<file path="src/rtl/base64_decoder_top_defines.svh">
// Assertion macros shared by the base64 decoder RTL.
// Depends on nothing; included by files that carry concurrent checks.
`ifndef BASE64_DECODER_TOP_DEFINES_SVH
`define BASE64_DECODER_TOP_DEFINES_SVH

// Check that cons holds in the same cycle as ante.
`define B64D_ASSERT_IMM(label, clk, rst_n, ante, cons) \
    label: assert property (@(posedge clk) disable iff (!rst_n) (ante) |-> (cons)) \
        else $error("b64d check failed");

// Check that cons holds in the cycle after ante.
`define B64D_ASSERT_NXT(label, clk, rst_n, ante, cons) \
    label: assert property (@(posedge clk) disable iff (!rst_n) (ante) |=> (cons)) \
        else $error("b64d check failed");

`endif

</file>
<file path="src/rtl/b64d_pkg.sv">
// Types, constants and the character classifier of the base64 decoder.
// Depends on nothing; used by the output interface, front end, queue, back end and top level.
`timescale 1ns / 1ps

package b64d_pkg;

    localparam int COUNT_BITS_DEFAULT = 16;
    // Queue depth between front and back, a power of two.
    localparam int QUEUE_DEPTH = 4;
    localparam int TOTAL_W = 16;
    localparam logic [TOTAL_W-1:0] TOTAL_MAX = 16'hFFFF;

    localparam logic [7:0] CH_UPPER_A = 8'h41;
    localparam logic [7:0] CH_UPPER_Z = 8'h5A;
    localparam logic [7:0] CH_LOWER_A = 8'h61;
    localparam logic [7:0] CH_LOWER_Z = 8'h7A;
    localparam logic [7:0] CH_DIGIT_0 = 8'h30;
    localparam logic [7:0] CH_DIGIT_9 = 8'h39;
    localparam logic [7:0] CH_PLUS    = 8'h2B;
    localparam logic [7:0] CH_SLASH   = 8'h2F;
    localparam logic [7:0] CH_PAD     = 8'h3D;

    localparam logic [7:0] LOWER_BASE = 8'd26;
    localparam logic [7:0] DIGIT_BASE = 8'd52;
    localparam logic [5:0] PLUS_VALUE  = 6'd62;
    localparam logic [5:0] SLASH_VALUE = 6'd63;

    typedef enum logic [1:0] {
        SYM_DATA,
        SYM_PAD,
        SYM_BAD
    } t_sym_kind;

    typedef struct packed {
        t_sym_kind  kind;
        logic [5:0] value;
    } t_sym;

    // Work for the back end: up to three bytes, then an optional summary.
    typedef struct packed {
        logic [2:0][7:0] bytes;
        logic [1:0]      nbytes;
        logic            done;
        logic            status;
    } t_job;

    typedef struct packed {
        logic push;
        t_job job;
    } t_push;

    typedef struct packed {
        logic full;
        logic empty;
    } t_queue_status;

    typedef struct packed {
        logic [7:0]         data_byte;
        logic               is_byte;
        logic               is_done;
        logic               status;
        logic [TOTAL_W-1:0] byte_total;
    } t_result;

    // Map one character to its sextet, or mark it as pad or invalid.
    function automatic t_sym classify(input logic [7:0] c);
        t_sym       s;
        logic [7:0] d;
        s.kind  = SYM_DATA;
        s.value = '0;
        d       = '0;
        if (c inside {[CH_UPPER_A:CH_UPPER_Z]}) begin
            d = c - CH_UPPER_A;
        end else if (c inside {[CH_LOWER_A:CH_LOWER_Z]}) begin
            d = c - CH_LOWER_A + LOWER_BASE;
        end else if (c inside {[CH_DIGIT_0:CH_DIGIT_9]}) begin
            d = c - CH_DIGIT_0 + DIGIT_BASE;
        end else if (c == CH_PLUS) begin
            d = {2'b00, PLUS_VALUE};
        end else if (c == CH_SLASH) begin
            d = {2'b00, SLASH_VALUE};
        end else if (c == CH_PAD) begin
            s.kind = SYM_PAD;
        end else begin
            s.kind = SYM_BAD;
        end
        s.value = d[5:0];
        return s;
    endfunction

endpackage

</file>
<file path="src/rtl/b64d_in_if.sv">
// Input channel of the base64 decoder: one character and an end flag.
// Depends on nothing.
`timescale 1ns / 1ps

interface b64d_in_if;
    logic       valid;
    logic       ready;
    logic [7:0] symbol;
    logic       end_of_message;

    modport source (output valid, output symbol, output end_of_message, input ready);
    modport sink   (input valid, input symbol, input end_of_message, output ready);
endinterface

</file>
<file path="src/rtl/b64d_out_if.sv">
// Output channel of the base64 decoder: decoded bytes and the summary.
// Depends on b64d_pkg for the byte total width.
`timescale 1ns / 1ps

interface b64d_out_if;
    logic                         valid;
    logic                         ready;
    logic [7:0]                   data_byte;
    logic                         is_byte;
    logic                         is_done;
    logic                         status;
    logic [b64d_pkg::TOTAL_W-1:0] byte_total;

    modport source (output valid, output data_byte, output is_byte, output is_done,
                    output status, output byte_total, input ready);
    modport sink   (input valid, input data_byte, input is_byte, input is_done,
                    input status, input byte_total, output ready);
endinterface

</file>
<file path="src/rtl/b64d_front.sv">
// Front end: accepts characters, tracks the group and error state, queues jobs.
// Depends on b64d_pkg and b64d_in_if.
`timescale 1ns / 1ps

module b64d_front (
    input  logic                    i_clk,
    input  logic                    i_rst_n,
    b64d_in_if.sink                 i_in,
    input  b64d_pkg::t_queue_status i_qstat,
    output b64d_pkg::t_push         o_push
);

    logic [1:0]  r_pos, n_pos;
    logic [23:0] r_holder, n_holder;
    logic [2:0]  r_cnt, n_cnt;
    logic        r_err, n_err;

    b64d_pkg::t_sym sym;
    b64d_pkg::t_job job;
    logic           accept;
    logic [23:0]    holder_s;
    logic [2:0]     cnt_s;
    logic [1:0]     pos_s;

    // Take a character whenever the queue has room.
    assign i_in.ready = !i_qstat.full;
    assign accept     = i_in.valid && i_in.ready;
    assign sym        = b64d_pkg::classify(i_in.symbol);

    // Advance the group and build the job for this character.
    always_comb begin
        n_pos    = r_pos;
        n_holder = r_holder;
        n_cnt    = r_cnt;
        n_err    = r_err;
        job      = '0;
        holder_s = {r_holder[17:0], (sym.kind == b64d_pkg::SYM_PAD) ? 6'd0 : sym.value};
        cnt_s    = r_cnt + ((sym.kind == b64d_pkg::SYM_DATA) ? 3'd1 : 3'd0);
        pos_s    = r_pos + 2'd1;
        if (accept) begin
            if (!r_err) begin
                if (sym.kind == b64d_pkg::SYM_BAD) begin
                    n_err = 1'b1;
                end else begin
                    n_holder = holder_s;
                    n_cnt    = cnt_s;
                    n_pos    = pos_s;
                    if (pos_s == 2'd0) begin
                        // Group closed: an all-pad group is an error.
                        if (cnt_s == 3'd0) begin
                            n_err = 1'b1;
                        end else begin
                            job.nbytes   = 2'(cnt_s - 3'd1);
                            job.bytes[0] = holder_s[23:16];
                            job.bytes[1] = holder_s[15:8];
                            job.bytes[2] = holder_s[7:0];
                        end
                        n_holder = '0;
                        n_cnt    = '0;
                    end
                end
            end
            // Close the message: summary after any bytes, then clear.
            if (i_in.end_of_message) begin
                job.done   = 1'b1;
                job.status = n_err;
                n_pos      = '0;
                n_holder   = '0;
                n_cnt      = '0;
                n_err      = 1'b0;
            end
        end
    end

    assign o_push.push = accept && ((job.nbytes != 2'd0) || job.done);
    assign o_push.job  = job;

    always_ff @(posedge i_clk) begin
        if (!i_rst_n) begin
            r_pos    <= '0;
            r_holder <= '0;
            r_cnt    <= '0;
            r_err    <= 1'b0;
        end else begin
            r_pos    <= n_pos;
            r_holder <= n_holder;
            r_cnt    <= n_cnt;
            r_err    <= n_err;
        end
    end

endmodule

</file>
<file path="src/rtl/b64d_queue.sv">
// Short job queue between the front end and the back end.
// Depends on b64d_pkg.
`timescale 1ns / 1ps

module b64d_queue (
    input  logic                    i_clk,
    input  logic                    i_rst_n,
    input  b64d_pkg::t_push         i_push,
    input  logic                    i_pop,
    output b64d_pkg::t_job          o_head,
    output b64d_pkg::t_queue_status o_stat
);

    localparam int DEPTH  = b64d_pkg::QUEUE_DEPTH;
    localparam int PTR_W  = $clog2(DEPTH);
    localparam int FILL_W = $clog2(DEPTH + 1);

    b64d_pkg::t_job    r_mem [DEPTH];
    logic [PTR_W-1:0]  r_wr_ptr, n_wr_ptr;
    logic [PTR_W-1:0]  r_rd_ptr, n_rd_ptr;
    logic [FILL_W-1:0] r_fill, n_fill;

    assign o_head       = r_mem[r_rd_ptr];
    assign o_stat.full  = (r_fill == FILL_W'(DEPTH));
    assign o_stat.empty = (r_fill == '0);

    // Advance pointers and fill level.
    always_comb begin
        n_wr_ptr = r_wr_ptr;
        n_rd_ptr = r_rd_ptr;
        n_fill   = r_fill;
        if (i_push.push) begin
            n_wr_ptr = r_wr_ptr + 1'b1;
        end
        if (i_pop) begin
            n_rd_ptr = r_rd_ptr + 1'b1;
        end
        if (i_push.push && !i_pop) begin
            n_fill = r_fill + 1'b1;
        end else if (!i_push.push && i_pop) begin
            n_fill = r_fill - 1'b1;
        end
    end

    // Store the pushed job.
    always_ff @(posedge i_clk) begin
        if (i_push.push) begin
            r_mem[r_wr_ptr] <= i_push.job;
        end
    end

    always_ff @(posedge i_clk) begin
        if (!i_rst_n) begin
            r_wr_ptr <= '0;
            r_rd_ptr <= '0;
            r_fill   <= '0;
        end else begin
            r_wr_ptr <= n_wr_ptr;
            r_rd_ptr <= n_rd_ptr;
            r_fill   <= n_fill;
        end
    end

endmodule

</file>
<file path="src/rtl/b64d_back.sv">
// Back end: walks each queued job into the output register, one result per cycle while the output is not stalled.
// Depends on b64d_pkg, b64d_out_if and the assertion macro header.
`timescale 1ns / 1ps
`include "base64_decoder_top_defines.svh"

module b64d_back #(
    parameter int COUNT_BITS = b64d_pkg::COUNT_BITS_DEFAULT
) (
    input  logic                    i_clk,
    input  logic                    i_rst_n,
    input  b64d_pkg::t_job          i_head,
    input  b64d_pkg::t_queue_status i_qstat,
    output logic                    o_pop,
    b64d_out_if.source              o_out
);

    localparam int WIDE_W = (COUNT_BITS > b64d_pkg::TOTAL_W) ? COUNT_BITS : b64d_pkg::TOTAL_W;
    localparam logic [COUNT_BITS-1:0] COUNT_MAX = {COUNT_BITS{1'b1}};

    logic [1:0]            r_idx, n_idx;
    logic [COUNT_BITS-1:0] r_count, n_count;
    logic                  r_valid, n_valid;
    b64d_pkg::t_result     r_res, n_res;

    logic                           can_load;
    logic                           issue;
    logic                           sel_byte;
    logic                           last;
    logic [7:0]                     pick;
    logic [COUNT_BITS-1:0]          count_inc;
    logic [COUNT_BITS-1:0]          tot_src;
    logic [WIDE_W-1:0]              wide;
    logic [b64d_pkg::TOTAL_W-1:0]   total;
    b64d_pkg::t_result              res;

    assign can_load = !r_valid || o_out.ready;
    assign issue    = can_load && !i_qstat.empty;
    assign sel_byte = (r_idx < i_head.nbytes);

    // Pick the byte at the current index.
    always_comb begin
        case (r_idx)
            2'd0:    pick = i_head.bytes[0];
            2'd1:    pick = i_head.bytes[1];
            default: pick = i_head.bytes[2];
        endcase
    end

    // Saturating byte count and the reported total.
    always_comb begin
        count_inc = (r_count == COUNT_MAX) ? r_count : r_count + 1'b1;
        tot_src   = sel_byte ? count_inc : r_count;
        wide      = WIDE_W'(tot_src);
        total     = (wide > WIDE_W'(b64d_pkg::TOTAL_MAX)) ? b64d_pkg::TOTAL_MAX
                                                           : wide[b64d_pkg::TOTAL_W-1:0];
    end

    // Form the result and decide whether it ends the job.
    always_comb begin
        last           = sel_byte ? (((r_idx + 2'd1) == i_head.nbytes) && !i_head.done) : 1'b1;
        res.data_byte  = sel_byte ? pick : 8'd0;
        res.is_byte    = sel_byte;
        res.is_done    = !sel_byte;
        res.status     = sel_byte ? 1'b0 : i_head.status;
        res.byte_total = total;
    end

    // Advance the index and counter, load the output register.
    always_comb begin
        n_idx   = r_idx;
        n_count = r_count;
        n_valid = r_valid;
        n_res   = r_res;
        if (can_load) begin
            n_valid = issue;
        end
        if (issue) begin
            n_res   = res;
            n_idx   = last ? 2'd0 : r_idx + 2'd1;
            n_count = sel_byte ? count_inc : '0;
        end
    end

    assign o_pop = issue && last;

    assign o_out.valid      = r_valid;
    assign o_out.data_byte  = r_res.data_byte;
    assign o_out.is_byte    = r_res.is_byte;
    assign o_out.is_done    = r_res.is_done;
    assign o_out.status     = r_res.status;
    assign o_out.byte_total = r_res.byte_total;

    always_ff @(posedge i_clk) begin
        if (!i_rst_n) begin
            r_idx   <= '0;
            r_count <= '0;
            r_valid <= 1'b0;
        end else begin
            r_idx   <= n_idx;
            r_count <= n_count;
            r_valid <= n_valid;
        end
    end

    // Hold payload without reset.
    always_ff @(posedge i_clk) begin
        r_res <= n_res;
    end

    `B64D_ASSERT_IMM(a_pop_nonempty, i_clk, i_rst_n, o_pop, !i_qstat.empty)
    `B64D_ASSERT_IMM(a_kind_exclusive, i_clk, i_rst_n, r_valid, r_res.is_byte != r_res.is_done)
    `B64D_ASSERT_NXT(a_count_clears, i_clk, i_rst_n, issue && !sel_byte, r_count == '0)
    `B64D_ASSERT_IMM(a_idx_in_range, i_clk, i_rst_n, !i_qstat.empty, r_idx <= i_head.nbytes)

endmodule

</file>
<file path="src/rtl/base64_decoder_top.sv">
// Base64 decoder top level: front end, job queue and back end.
// Depends on b64d_pkg, b64d_in_if, b64d_out_if, b64d_front, b64d_queue, b64d_back.
`timescale 1ns / 1ps

// Streaming base64 decoder. One character is accepted per cycle while the
// four-entry job queue has room; a character is classified and folded into
// its group in that cycle. A group that closes emits up to three bytes, and
// the last character of a message adds a summary result, so one character
// can cause up to four results. The back end delivers one result per cycle
// from the queue into an output register while the output is not stalled;
// this sets the output rate. A full group of four characters yields at most
// three bytes, so an unstalled stream runs at one character per cycle, and
// the queue absorbs the burst of a closing group plus summary. The decoded byte
// count saturates at 2^COUNT_BITS - 1 internally and is reported capped at
// 0xFFFF. Results with a set status mean earlier bytes of that message must
// be discarded.
module base64_decoder_top #(
    parameter int COUNT_BITS = b64d_pkg::COUNT_BITS_DEFAULT
) (
    input  logic       i_clk,
    input  logic       i_rst_n,
    b64d_in_if.sink    i_in,
    b64d_out_if.source o_out
);

    b64d_pkg::t_push         push;
    b64d_pkg::t_job          head;
    b64d_pkg::t_queue_status qstat;
    logic                    pop;

    b64d_front u_front (
        .i_clk   (i_clk),
        .i_rst_n (i_rst_n),
        .i_in    (i_in),
        .i_qstat (qstat),
        .o_push  (push)
    );

    b64d_queue u_queue (
        .i_clk   (i_clk),
        .i_rst_n (i_rst_n),
        .i_push  (push),
        .i_pop   (pop),
        .o_head  (head),
        .o_stat  (qstat)
    );

    b64d_back #(
        .COUNT_BITS (COUNT_BITS)
    ) u_back (
        .i_clk   (i_clk),
        .i_rst_n (i_rst_n),
        .i_head  (head),
        .i_qstat (qstat),
        .o_pop   (pop),
        .o_out   (o_out)
    );

endmodule

</file>
<file path="src/flat_wrapper.sv">
// flat-port wrapper written by rule: the top's interface ports become plain ports
module base64_decoder_top_flat 
#(
    parameter int COUNT_BITS = b64d_pkg::COUNT_BITS_DEFAULT
)
  (i_clk, i_rst_n, i_in_valid, i_in_symbol, i_in_end_of_message, i_in_ready, o_out_valid, o_out_data_byte, o_out_is_byte, o_out_is_done, o_out_status, o_out_byte_total, o_out_ready);
  b64d_in_if i_in_i ();
  b64d_out_if o_out_i ();
  input  logic i_clk;
  input  logic i_rst_n;
  input wire logic [$bits(i_in_i.valid)-1:0] i_in_valid;
  input wire logic [$bits(i_in_i.symbol)-1:0] i_in_symbol;
  input wire logic [$bits(i_in_i.end_of_message)-1:0] i_in_end_of_message;
  output wire logic [$bits(i_in_i.ready)-1:0] i_in_ready;
  output wire logic [$bits(o_out_i.valid)-1:0] o_out_valid;
  output wire logic [$bits(o_out_i.data_byte)-1:0] o_out_data_byte;
  output wire logic [$bits(o_out_i.is_byte)-1:0] o_out_is_byte;
  output wire logic [$bits(o_out_i.is_done)-1:0] o_out_is_done;
  output wire logic [$bits(o_out_i.status)-1:0] o_out_status;
  output wire logic [$bits(o_out_i.byte_total)-1:0] o_out_byte_total;
  input wire logic [$bits(o_out_i.ready)-1:0] o_out_ready;
  assign i_in_i.valid = i_in_valid;
  assign i_in_i.symbol = i_in_symbol;
  assign i_in_i.end_of_message = i_in_end_of_message;
  assign i_in_ready = i_in_i.ready;
  assign o_out_valid = o_out_i.valid;
  assign o_out_data_byte = o_out_i.data_byte;
  assign o_out_is_byte = o_out_i.is_byte;
  assign o_out_is_done = o_out_i.is_done;
  assign o_out_status = o_out_i.status;
  assign o_out_byte_total = o_out_i.byte_total;
  assign o_out_i.ready = o_out_ready;
  base64_decoder_top #(.COUNT_BITS(COUNT_BITS)) u_core (.i_clk(i_clk), .i_rst_n(i_rst_n), .i_in(i_in_i), .o_out(o_out_i));
endmodule
</file>
<file path="config.mk">
export PLATFORM = sky130hd
export DESIGN_NAME = base64_decoder_top_flat
export DESIGN_NICKNAME = d
export VERILOG_FILES = /design/src/rtl/b64d_pkg.sv /design/src/rtl/b64d_in_if.sv /design/src/rtl/b64d_out_if.sv /design/src/rtl/b64d_front.sv /design/src/rtl/b64d_queue.sv /design/src/rtl/b64d_back.sv /design/src/rtl/base64_decoder_top.sv /design/src/flat_wrapper.sv
export VERILOG_INCLUDE_DIRS = /design/src /design/src/rtl
export SDC_FILE = /design/constraint.sdc
export NUM_CORES = 1
export LEC_CHECK = 0
export BUFFER_PORTS_ARGS = -buffer_cell sky130_fd_sc_hd__buf_2
export CORE_ASPECT_RATIO = 1.25
export CORE_MARGIN = 2
export CORE_UTILIZATION = 48
export DETAILED_ROUTE_END_ITERATION = 10
export MAX_ROUTING_LAYER = met4
export PLACE_DENSITY = 0.75
export SETUP_SLACK_MARGIN = 0.4
export SKIP_LAST_GASP = 1
export SYNTH_ARGS = -nofsm -noshare
export SYNTH_HDL_FRONTEND = slang
export SYNTH_SLANG_ARGS = --single-unit
</file>
<file path="constraint.sdc">
create_clock -name i_clk -period 6.85 [get_ports i_clk]
set_input_delay 0 -clock i_clk [delete_from_list [all_inputs] [get_ports i_clk]]
set_output_delay 0 -clock i_clk [all_outputs]
set_load 0.03 [all_outputs]
</file>
# Yosys cells after proc, flatten, opt, wreduce, memory -nomap -nowiden
# Memory sizes are Yosys's and may differ from the RTL's. A register that Yosys moved wholly into a read port is not among the register bits.
# Cells that the tools add are included.
# Widths: inputs -> output; s select.
dict set report totals {
  ff_bits 77
  latch_bits 0
  ram_bits 112
  romBits 0
  input_bits 13
  output_inout_bits 29
  wordCells 123
  mem_count 1
}
# memory depth word_bits rd rd_clocked_by_memory_dff wr line
set mem_list {}
lappend mem_list {u_core.u_queue.r_mem 4 28 1 1 1 b64d_queue.sv:18} ;# b64d_pkg::t_job r_mem [DEPTH];
dict set report op_classes {
  add_sub_neg 14
  multipliers 0
  div_mod_pow 0
  order_cmp 8
  n_eq_ne 11
  shifts 0
  mux 47
  bitwise_logic 0
  reduce_logical 27
}
# op count
set ops {}
lappend ops {{$mux 26} 4}
lappend ops {{$mux 18} 4}
lappend ops {{$mux 16} 3}
lappend ops {{$mux 6} 6}
lappend ops {{$mux 28} 1}
lappend ops {{$mux 2} 13}
lappend ops {{$eq 8x6->1 const B} 3}
lappend ops {{$mux 3} 6}
lappend ops {{$add 16x1->16 const B} 1}
lappend ops {{$eq 16x16->1 const B} 1}
lappend ops {{$ge 8x7->1 const B} 2}
lappend ops {{$gt 16x16->1 const B} 1}
lappend ops {{$le 8x7->1 const B} 2}
lappend ops {{$pmux 8 s2} 1}
lappend ops {{$sub 6x6->6 const B} 2}
lappend ops {{$logic_and 1x1->1} 10}
lappend ops {{$mux 1} 9}
lappend ops {{$add 2x1->2 const B} 4}
lappend ops {{$ge 8x6->1 const B} 1}
lappend ops {{$le 8x6->1 const B} 1}
lappend ops {{$logic_not 1->1} 7}
lappend ops {{$add 6x5->6 const B} 1}
lappend ops {{$add 6x6->6 const B} 1}
lappend ops {{$logic_not 2->1} 3}
lappend ops {{other kinds (15)} 20}

# Logic depth before layout (Yosys ltp)
# Gate-level depths: netlist of the first run.
dict set report depth {
  depth_word 24
  mapped_depth 20
  mapped_depth_nobuf 20
}

# Modules after synthesis
# From an unflattened synthesis of the first run, not the netlist that was laid out.
dict set report unflattened {
  cells_unflattened 681
  area_unflattened_um2 8938.6
}
# module instances cells_per_inst area_each_um2 seq_area_each_um2
set modules_own_cells {}
lappend modules_own_cells {b64d_queue 1 189 4535.6 3543.4}
lappend modules_own_cells {b64d_back 1 249 2534.9 1191.1}
lappend modules_own_cells {b64d_front 1 243 1868.0 480.5}

# Worst setup path before layout of the first run
# No wires, ideal clock.
dict set report synth_path {
  path_kind {in2reg}
  startpoint {input port i_in_symbol[2]}
  endpoint {memory u_core.u_queue.r_mem[0][0] in the netlist's numbering, enable pin}
  setup_ps 416
  arrival_time_ps 3454
  required_ps 6434
  setup_slack_ps 2980
  stages 14
  path_buffers 0
  cell_sequence {inv_1 -> ha_1 -> a21oi_1 -> a311oi_4 -> a211oi_4 -> nor2_1 -> inv_1 -> ha_1 -> ha_1 -> xor2_1 -> a21oi_1 -> o21ai_0 -> o21ai_1 -> nor2b_1}
}
dict set report synth_via {
  elab_chain_len 21
  elab_cells_between_ends 34
  cone_classes {2 x add/sub; 6 x order compare; 4 x eq/ne; 14 x mux; 8 x reduce/logical}
}
# item line
set synth_lines {}
lappend synth_lines {{start, declared} flat_wrapper.sv:12} ;# input wire logic [$bits(i_in_i.symbol)-1:0] i_in_symbol;
lappend synth_lines {{$eq 8x6->1} b64d_pkg.sv:82} ;# end else if (c == CH_PAD) begin
lappend synth_lines {{$mux 2} b64d_pkg.sv:82}
lappend synth_lines {{$mux 2} b64d_pkg.sv:80} ;# end else if (c == CH_SLASH) begin
lappend synth_lines {{$mux 2} b64d_pkg.sv:78} ;# end else if (c == CH_PLUS) begin
lappend synth_lines {{$mux 2} b64d_pkg.sv:76} ;# end else if (c inside {[CH_DIGIT_0:CH_DIGIT_9]}) begin
lappend synth_lines {{$mux 2} b64d_pkg.sv:74} ;# end else if (c inside {[CH_LOWER_A:CH_LOWER_Z]}) begin
lappend synth_lines {{$mux 2 *} b64d_pkg.sv:72} ;# if (c inside {[CH_UPPER_A:CH_UPPER_Z]}) begin
lappend synth_lines {{$logic_not 2->1} b64d_front.sv:38} ;# cnt_s = r_cnt + ((sym.kind == b64d_pkg::SYM_DATA) ? 3'd1 : 3'd0);
lappend synth_lines {{[5 not listed]} -}
lappend synth_lines {{$mux 26 *} b64d_front.sv:42} ;# if (sym.kind == b64d_pkg::SYM_BAD) begin
lappend synth_lines {{$mux 26 *} b64d_front.sv:41} ;# if (!r_err) begin
lappend synth_lines {{$mux 28 *} b64d_front.sv:40} ;# if (accept) begin
lappend synth_lines {{$reduce_bool 2->1 *} b64d_front.sv:75} ;# assign o_push.push = accept && ((job.nbytes != 2'd0) || job.done);
lappend synth_lines {{$logic_or 1x1->1 *} b64d_front.sv:75}
lappend synth_lines {{$logic_and 1x1->1 *} b64d_front.sv:75}
lappend synth_lines {{$mux 1 *} b64d_queue.sv:47} ;# if (i_push.push) begin
lappend synth_lines {{$mux 1 (not written as such) *} b64d_queue.sv:48} ;# r_mem[r_wr_ptr] <= i_push.job;
lappend synth_lines {{end, declared} b64d_queue.sv:18}
# Mark *: on every way between the ends. The rest lies on a longest branch, timed or not.

==> results of run 1 <==
## how the worst max path moves through the flow
stage,startpoint,to,slack [ns],cells after the start
CTS,flop,u_core.u_queue.r_fill[2],2.40,12
detailed placement,flop,u_core.u_queue.r_fill[2],2.42,12
finish,flop,u_core.u_queue.r_fill[2],2.54,12
global route,flop,u_core.u_queue.r_fill[2],2.09,12
global placement,flop,u_core.u_queue.r_fill[2],2.54,12
floorplan,i_in_symbol[2],u_core.u_queue.r_mem[0][0],2.98,14
## stage by stage
step           area [um2]  hold WS, ns  util, %
3_3_place_gp         8950        0.272     51.3
5_1_grt              9560        0.135     54.9
6_report             9560       0.0874     54.9
3_5_place_dp         8950        0.279     51.3
2_1_floorplan        8540        0.180        -
4_1_cts              9560       0.0874     54.9
## metal layers
| layer | part of all wire [%] | global-route usage, % | vias up |
|---|---|---|---|
| met5 | 0 | - | - |
| met4 | 1.7 | 6.44 | 0 |
| met3 | 4.2 | 3.43 | 21 |
| met2 | 53 | 33.3 | 175 |
| met1 | 41 | 23.3 | 2618 |
| li1 | - | - | 2507 |
## layout by cell type (no fill, tap or decap), types with 5 or more instances in the layout
master | synthesis | routed
a21oi_1 | 35 | 35
inv_6 | 0 | 5
nand2_1 | 33 | 33
a22oi_1 | 11 | 11
inv_1 | 24 | 24
nor2_1 | 33 | 33
edfxtp_1 | 139 | 139
buf_2 | 5 | 41
a31oi_1 | 7 | 7
nor3_1 | 18 | 18
a22o_1 | 14 | 14
or3_1 | 8 | 8
xnor2_1 | 8 | 8
nand3_1 | 21 | 21
and3_1 | 6 | 6
ha_1 | 22 | 22
a21o_1 | 5 | 5
dfxtp_1 | 52 | 51
nand2b_1 | 6 | 6
clkbuf_16 | 0 | 18
and2_1 | 26 | 26
xor2_1 | 12 | 12
o21ai_0 | 20 | 20
mux4_2 | 28 | 28
## flip-flops by register name, summed over array words and instances (netlist names), named ones only
signal / count
u_core.u_queue.r_fill: 3
u_core.u_front.r_holder: 18
u_core.u_back.o_out.status: 1
u_core.u_back.r_idx: 2
u_core.u_back.o_out.valid: 1
u_core.u_front.r_cnt: 3
u_core.u_front.r_err: 1
u_core.u_front.r_pos: 2
u_core.u_back.o_out.data_byte: 8
u_core.u_back.r_count: 16
u_core.u_queue.r_rd_ptr: 2
u_core.u_queue.r_mem: 112
u_core.u_back.o_out.is_byte: 1
u_core.u_back.o_out.is_done: 1
u_core.u_back.o_out.byte_total: 16
u_core.u_queue.r_wr_ptr: 2
## power by group
part / internal, W / switching (W) / total (W)
Clock: 0.000510 / 0.000442 / 0.000952
Sequential: 0.00139 / 0.0000800 / 0.00147
Combinational: 0.000287 / 0.000551 / 0.000838
## worst max-delay path, stage by stage, from the launching register on
cell	delay (ns)
dfxtp_2	0.97
mux4_2	0.64
inv_1	0.08
ha_1	0.22
a21o_1	0.46
a21oi_1	0.31
nand2b_1	0.21
ha_1	0.20
inv_1	0.07
fa_1	0.44
xor2_1	0.18
or3_1	0.32
a21oi_1	0.15
## logic make-up (layout without fill, tap and decap cells)
group,after synthesis,in the layout,synth area share [%]
adder cells (fa/ha/maj),23,23,3.46
buffers and inverters,49,103,2.53
flip-flops,191,191,61.0
XOR/XNOR,20,20,2.05
multiplexers,34,34,8.14
AND/OR/NAND/NOR,185,185,11.8
AO/OA/AOI/OAI,132,132,11.0
## cell type report
type / count / area (um2) / share of cell area [%]
inverter: 24 / 90.1 / 0.942
tap: 224 / 280 / 2.93
timing repair buffer: 47 / 260 / 2.72
clock buffer: 19 / 464 / 4.85
sequential: 191 / 5220 / 54.5
clock inverter: 13 / 111 / 1.16
multi-input combinational: 394 / 3140 / 32.8
==> out/metrics.csv, run 1 <==
stage,metric,value,unit
finish,Layout fillers,1418,
power,PnR Total Power,0.00326,W
clock_tree,Post-CTS Setup Bufs,0,
timing,Final Critical Period,4.31,ns
min_path,Min-Delay Startpoint,i_in_symbol[2],
min_path,Worst Hold Path EP,u_core.u_front.r_holder[2],
setup_path,Setup CP Type,reg -> reg,
detailed_routing,DR DRC count,0,
clock_tree,CTS tree,done,
yosys,post-synthesis sequential area ratio,61.0,%
yosys,Post-synth EDFFs,139,
clock_tree,CTS root buffer,clkbuf_16,
timing,Rel. slew slack,31.6,%
detailed_routing,DR pass1 iterations,7,
timing,setup TNS,0,ns
floorplanning,io pins,42,
setup_path,Startpoint Class,flop,
floorplanning,Die Wd,123,um
yosys,top-area cell type share of the netlist area,48.9,%
clock_tree,clk slew on worst S/H paths,0.07,ns
clock_tree,worst skew pair latency,0.43,ns
yosys,most frequent cell after synthesis,edfxtp_1,
setup_path,CP Capture Type,flop,
timing,max-slew violation count,0,
clock_tree,Hold Buf Count CTS,4,
placement,# placed instances,876,
detailed_routing,Vias,5321,
timing,clock skew,0.0130,ns
finish,post-route insts no fill,912,
floorplanning,Vert. Die Dim,153,um
yosys,Synth area leaders,"edfxtp_1 (49%), dfxtp_1 (12%), mux4_2 (7.4%), ha_1 (3.2%), a21oi_1 (2.1%)",
power,Leakage,3.46,nW
timing,crit share post-route,62.9,%
yosys,Async SR Flop Fraction,0,%
timing,RSZ-0062 raised after global routing,false,
detailed_routing,Iteration-0 DRC Markers,500,
floorplanning,# rows,54,
run,max-cap violations,0,
outcome,status,completed,
yosys,yosys warns,0,
timing,Slew @ Worst Pin,1.02,ns
power,Max VDD drop,0.184,mV
global_routing,grt ovf,0,
floorplanning,area of the core,17400,um2
global_routing,initial antenna violation count,0,
placement,Placer Congestion,0.876,
detailed_routing,antenna-violating nets left,0,
setup_path,crit path max fanout,28,
clock_tree,CTS Sinks,191,
global_routing,number of global-route vias before repair,5429,
placement,# port buffers,41,
clock_tree,CTS H-tree depth,4,
floorplanning,Die Area,18900,um2
finish,final-stage net count,711,
clock_tree,Bufs on Longest Clock Path,2,
yosys,most frequent cells after synthesis,"edfxtp_1 (139), dfxtp_1 (52), a21oi_1 (35)",
finish,n_diodes,0,
timing,maximum clock frequency,232,MHz
timing,final worst slack,2.54,ns
setup_path,reg-to-reg endpoint,u_core.u_queue.r_fill[2],
global_routing,total track usage,19.5,%
timing,Final setup viols,0,
yosys,Main synth FF type,edfxtp_1,
timing,final hold viol count,0,
yosys,Synth cell types,69,
detailed_routing,Vias/cell,5.83,
min_path,Worst Hold Depth,3,
yosys,syn avg cell area,13.5,um2
global_routing,first-pass GRT wire length,27.8,mm
clock_tree,CTS resizes,0,
setup_path,"Req. time, crit path",7.20,ns
placement,pre-CTS setup slack,2.42,ns
yosys,synthesized instance count,634,
detailed_routing,"wirelength, routed",16.8,mm
placement,Post-DP HPWL,11.3,mm
yosys,Mapped Area,8540,um2
floorplanning,Initial Util,49.0,%
setup_path,FF-to-FF setup slack,2.54,ns
global_routing,largest net degree at the start of global routing,41,
setup_path,CP Data Arrival Time,4.66,ns
finish,share of cells above drive strength 1,19.2,%
finish,Layout area overhead,12.0,%
yosys,Synth area leader,edfxtp_1,
yosys,syn nets,670,
yosys,Synth Register Bits,191,
detailed_routing,DR WL/cell,18.4,um
setup_path,Reg2Reg Depth,12,
clock_tree,Num CTS Buffers,17,
min_path,Min-Delay Path Class,in -> reg,
power,Power Dens Cells,341,nW/um2
Power figures use the tool's default switching activity.
==> run 2: changes to the inputs <==
PLACE_DENSITY = 0.77   (was 0.75)
clock period = 3.5 ns   (was 6.85 ns; I/O delays follow)
==> out/metrics.csv, run 2 (synthesis gave the netlist of run 1 again) <==
stage,metric,value,unit
global_routing,grt ovf,0,
floorplanning,Die Wd,123,um
finish,"commonest non-fill, non-tap cell in the layout",edfxtp_1,
timing,maximum clock frequency,333,MHz
floorplanning,Vert. Die Dim,153,um
placement,Placer Congestion,0.890,
clock_tree,Num CTS Buffers,17,
clock_tree,CTS Sinks,191,
global_routing,largest net degree at the start of global routing,41,
timing,Final Critical Period,3.00,ns
outcome,status,completed,
floorplanning,Die Area,18900,um2
setup_path,Critical-path top delay cell,mux4_2,
timing,Slew @ Worst Pin,0.961,ns
clock_tree,CTS root buffer,clkbuf_16,
power,Max VDD drop,0.368,mV
detailed_routing,Vias,5476,
finish,max reg flops,112,
timing,final worst slack,0.501,ns
setup_path,CP bufs+invs,2,
finish,share of cells above drive strength 1,23.3,%
setup_path,Startpoint Class,flop,
detailed_routing,DR DRC count,0,
finish,n_diodes,0,
setup_path,Critical Path Max Stage Delay,0.52,ns
detailed_routing,DR pass1 iterations,5,
timing,RSZ-0062 raised after global routing,false,
global_routing,number of global-route vias before repair,5411,
placement,DP Area,9150,um2
finish,Largest Register,u_core.u_queue.r_mem,
detailed_routing,Vias/cell,5.89,
global_routing,first-pass GRT wire length,28.0,mm
clock_tree,CTS H-tree depth,4,
timing,Rel. slew slack,35.4,%
clock_tree,CTS tree,done,
finish,final-stage net count,728,
timing,crit share post-route,85.7,%
floorplanning,Initial Util,49.0,%
clock_tree,Bufs on Longest Clock Path,2,
setup_path,Setup CP Type,reg -> reg,
setup_path,family with the most delay on the worst path,adder cells,
timing,Final setup viols,0,
floorplanning,# rows,54,
power,PnR Total Power,0.00639,W
finish,Top Registers,"u_core.u_queue.r_mem x112, u_core.u_front.r_holder x18",
finish,Layout area overhead,14.8,%
detailed_routing,"wirelength, routed",17.7,mm
timing,clock skew,0.0144,ns
global_routing,initial antenna violation count,0,
setup_path,"Top cell by count, worst path",a21oi_2,
power,Power Dens Cells,652,nW/um2
floorplanning,area of the core,17400,um2
floorplanning,io pins,42,
setup_path,"Req. time, crit path",3.85,ns
finish,fin area,9810,um2
timing,final hold viol count,0,
detailed_routing,Iteration-0 DRC Markers,490,
power,Leakage,3.53,nW
global_routing,total track usage,19.8,%
min_path,Min-Delay Path Class,in -> reg,
clock_tree,worst skew pair latency,0.43,ns
timing,max-slew violation count,0,
finish,most frequent cells in the layout,"edfxtp_1 (139), dfxtp_1 (51), buf_2 (40)",
run,max-cap violations,0,
setup_path,CP Capture Type,flop,
clock_tree,clk slew on worst S/H paths,0.06,ns
placement,pre-CTS setup slack,-0.0296,ns
placement,# port buffers,41,
setup_path,crit path max fanout,3,
detailed_routing,antenna-violating nets left,0,
setup_path,critical path cell sequence,mux4_2 -> inv_1 -> ha_1 -> a21o_1 -> a21oi_2 -> nand2b_4 -> ha_2 -> inv_2 -> fa_2 -> xor2_1 -> or3_1 -> a21oi_2,
placement,Post-DP HPWL,11.6,mm
detailed_routing,DR WL/cell,19.0,um
setup_path,CP Data Arrival Time,3.35,ns
[run 2: changes by cell type in the layout (fill, tap and decap cells not counted), sizes merged]
cell / before / now
buf: 43 / 60
clkbuf: 19 / 24
clkinv: 4 / 3
clkinvlp: 0 / 2
inv: 33 / 27
[run 2: layer usage]
metal | wire [um] | part of all wire [%] | track usage [%] | vias up
li1 | - | - | - | 2540
met1 | 7100 | 40 | 23.5 | 2743
met2 | 9540 | 54 | 34.1 | 164
met3 | 745 | 4.2 | 3.81 | 29
met4 | 270 | 1.5 | 5.47 | 0
met5 | 0 | 0 | - | -
[run 2: worst reg2reg max path: cells and delay by family, from the launching register on]
kind	cells	cell delay (ns)
adder cells (fa/ha/maj)	3	0.76
AO/OA/AOI/OAI	3	0.50
XOR/XNOR	1	0.15
AND/OR/NAND/NOR	2	0.50
multiplexers	1	0.52
buffers and inverters	2	0.12
flip-flops	1	0.37
[run 2: timing repair]
item / in CTS / in global routing
setup buffers: 0 / 6
endpoints found under the hold margin: 11 / 0
endpoints found under the setup margin: 1 / 1
hold buffers: 4 / 0
resized for setup: 2 / 6
pin swaps: 0 / 5
gates cloned: 0 / 0
[run 2: stage by stage]
stage	setup TNS [ns]	cells	hold WS, ns	utilization, %
6_report	0	929	0.103	56.3
2_1_floorplan	0	634	0.180	-
3_5_place_dp	-0.0296	887	0.298	52.5
3_3_place_gp	0	887	0.268	52.5
4_1_cts	0	923	0.103	55.9
5_1_grt	0	929	0.124	56.3
[run 2: where the power goes]
group,switching [W],total [W],internal [W],leakage [nW]
Clock,0.000795,0.00178,0.000987,0.272
Combinational,0.00119,0.00180,0.000610,1.49
Sequential,0.0000818,0.00280,0.00272,1.77
[run 2: path summary, 6_finish.rpt]
| kind | from | end | slack (ns) | depth (start not counted) |
|---|---|---|---|---|
| max | flop | u_core.u_queue.r_fill[2] | 0.50 | 12 |
| min | i_in_symbol[2] | u_core.u_front.r_holder[2] | 0.10 | 3 |
| max reg2reg | flop | u_core.u_queue.r_fill[2] | 0.50 | 12 |
| min reg2reg | u_core.u_back.o_out.valid | u_core.u_back.o_out.valid | 0.47 | 2 |
[run 2: layout make-up]
type                       count  area (um2)
fill                        1356        7630
clock buffer                  24         492
timing repair buffer          64         440
tap                          224         280
sequential                   191        5220
inverter                      24        93.8
multi-input combinational    394        3230
clock inverter                 8        53.8
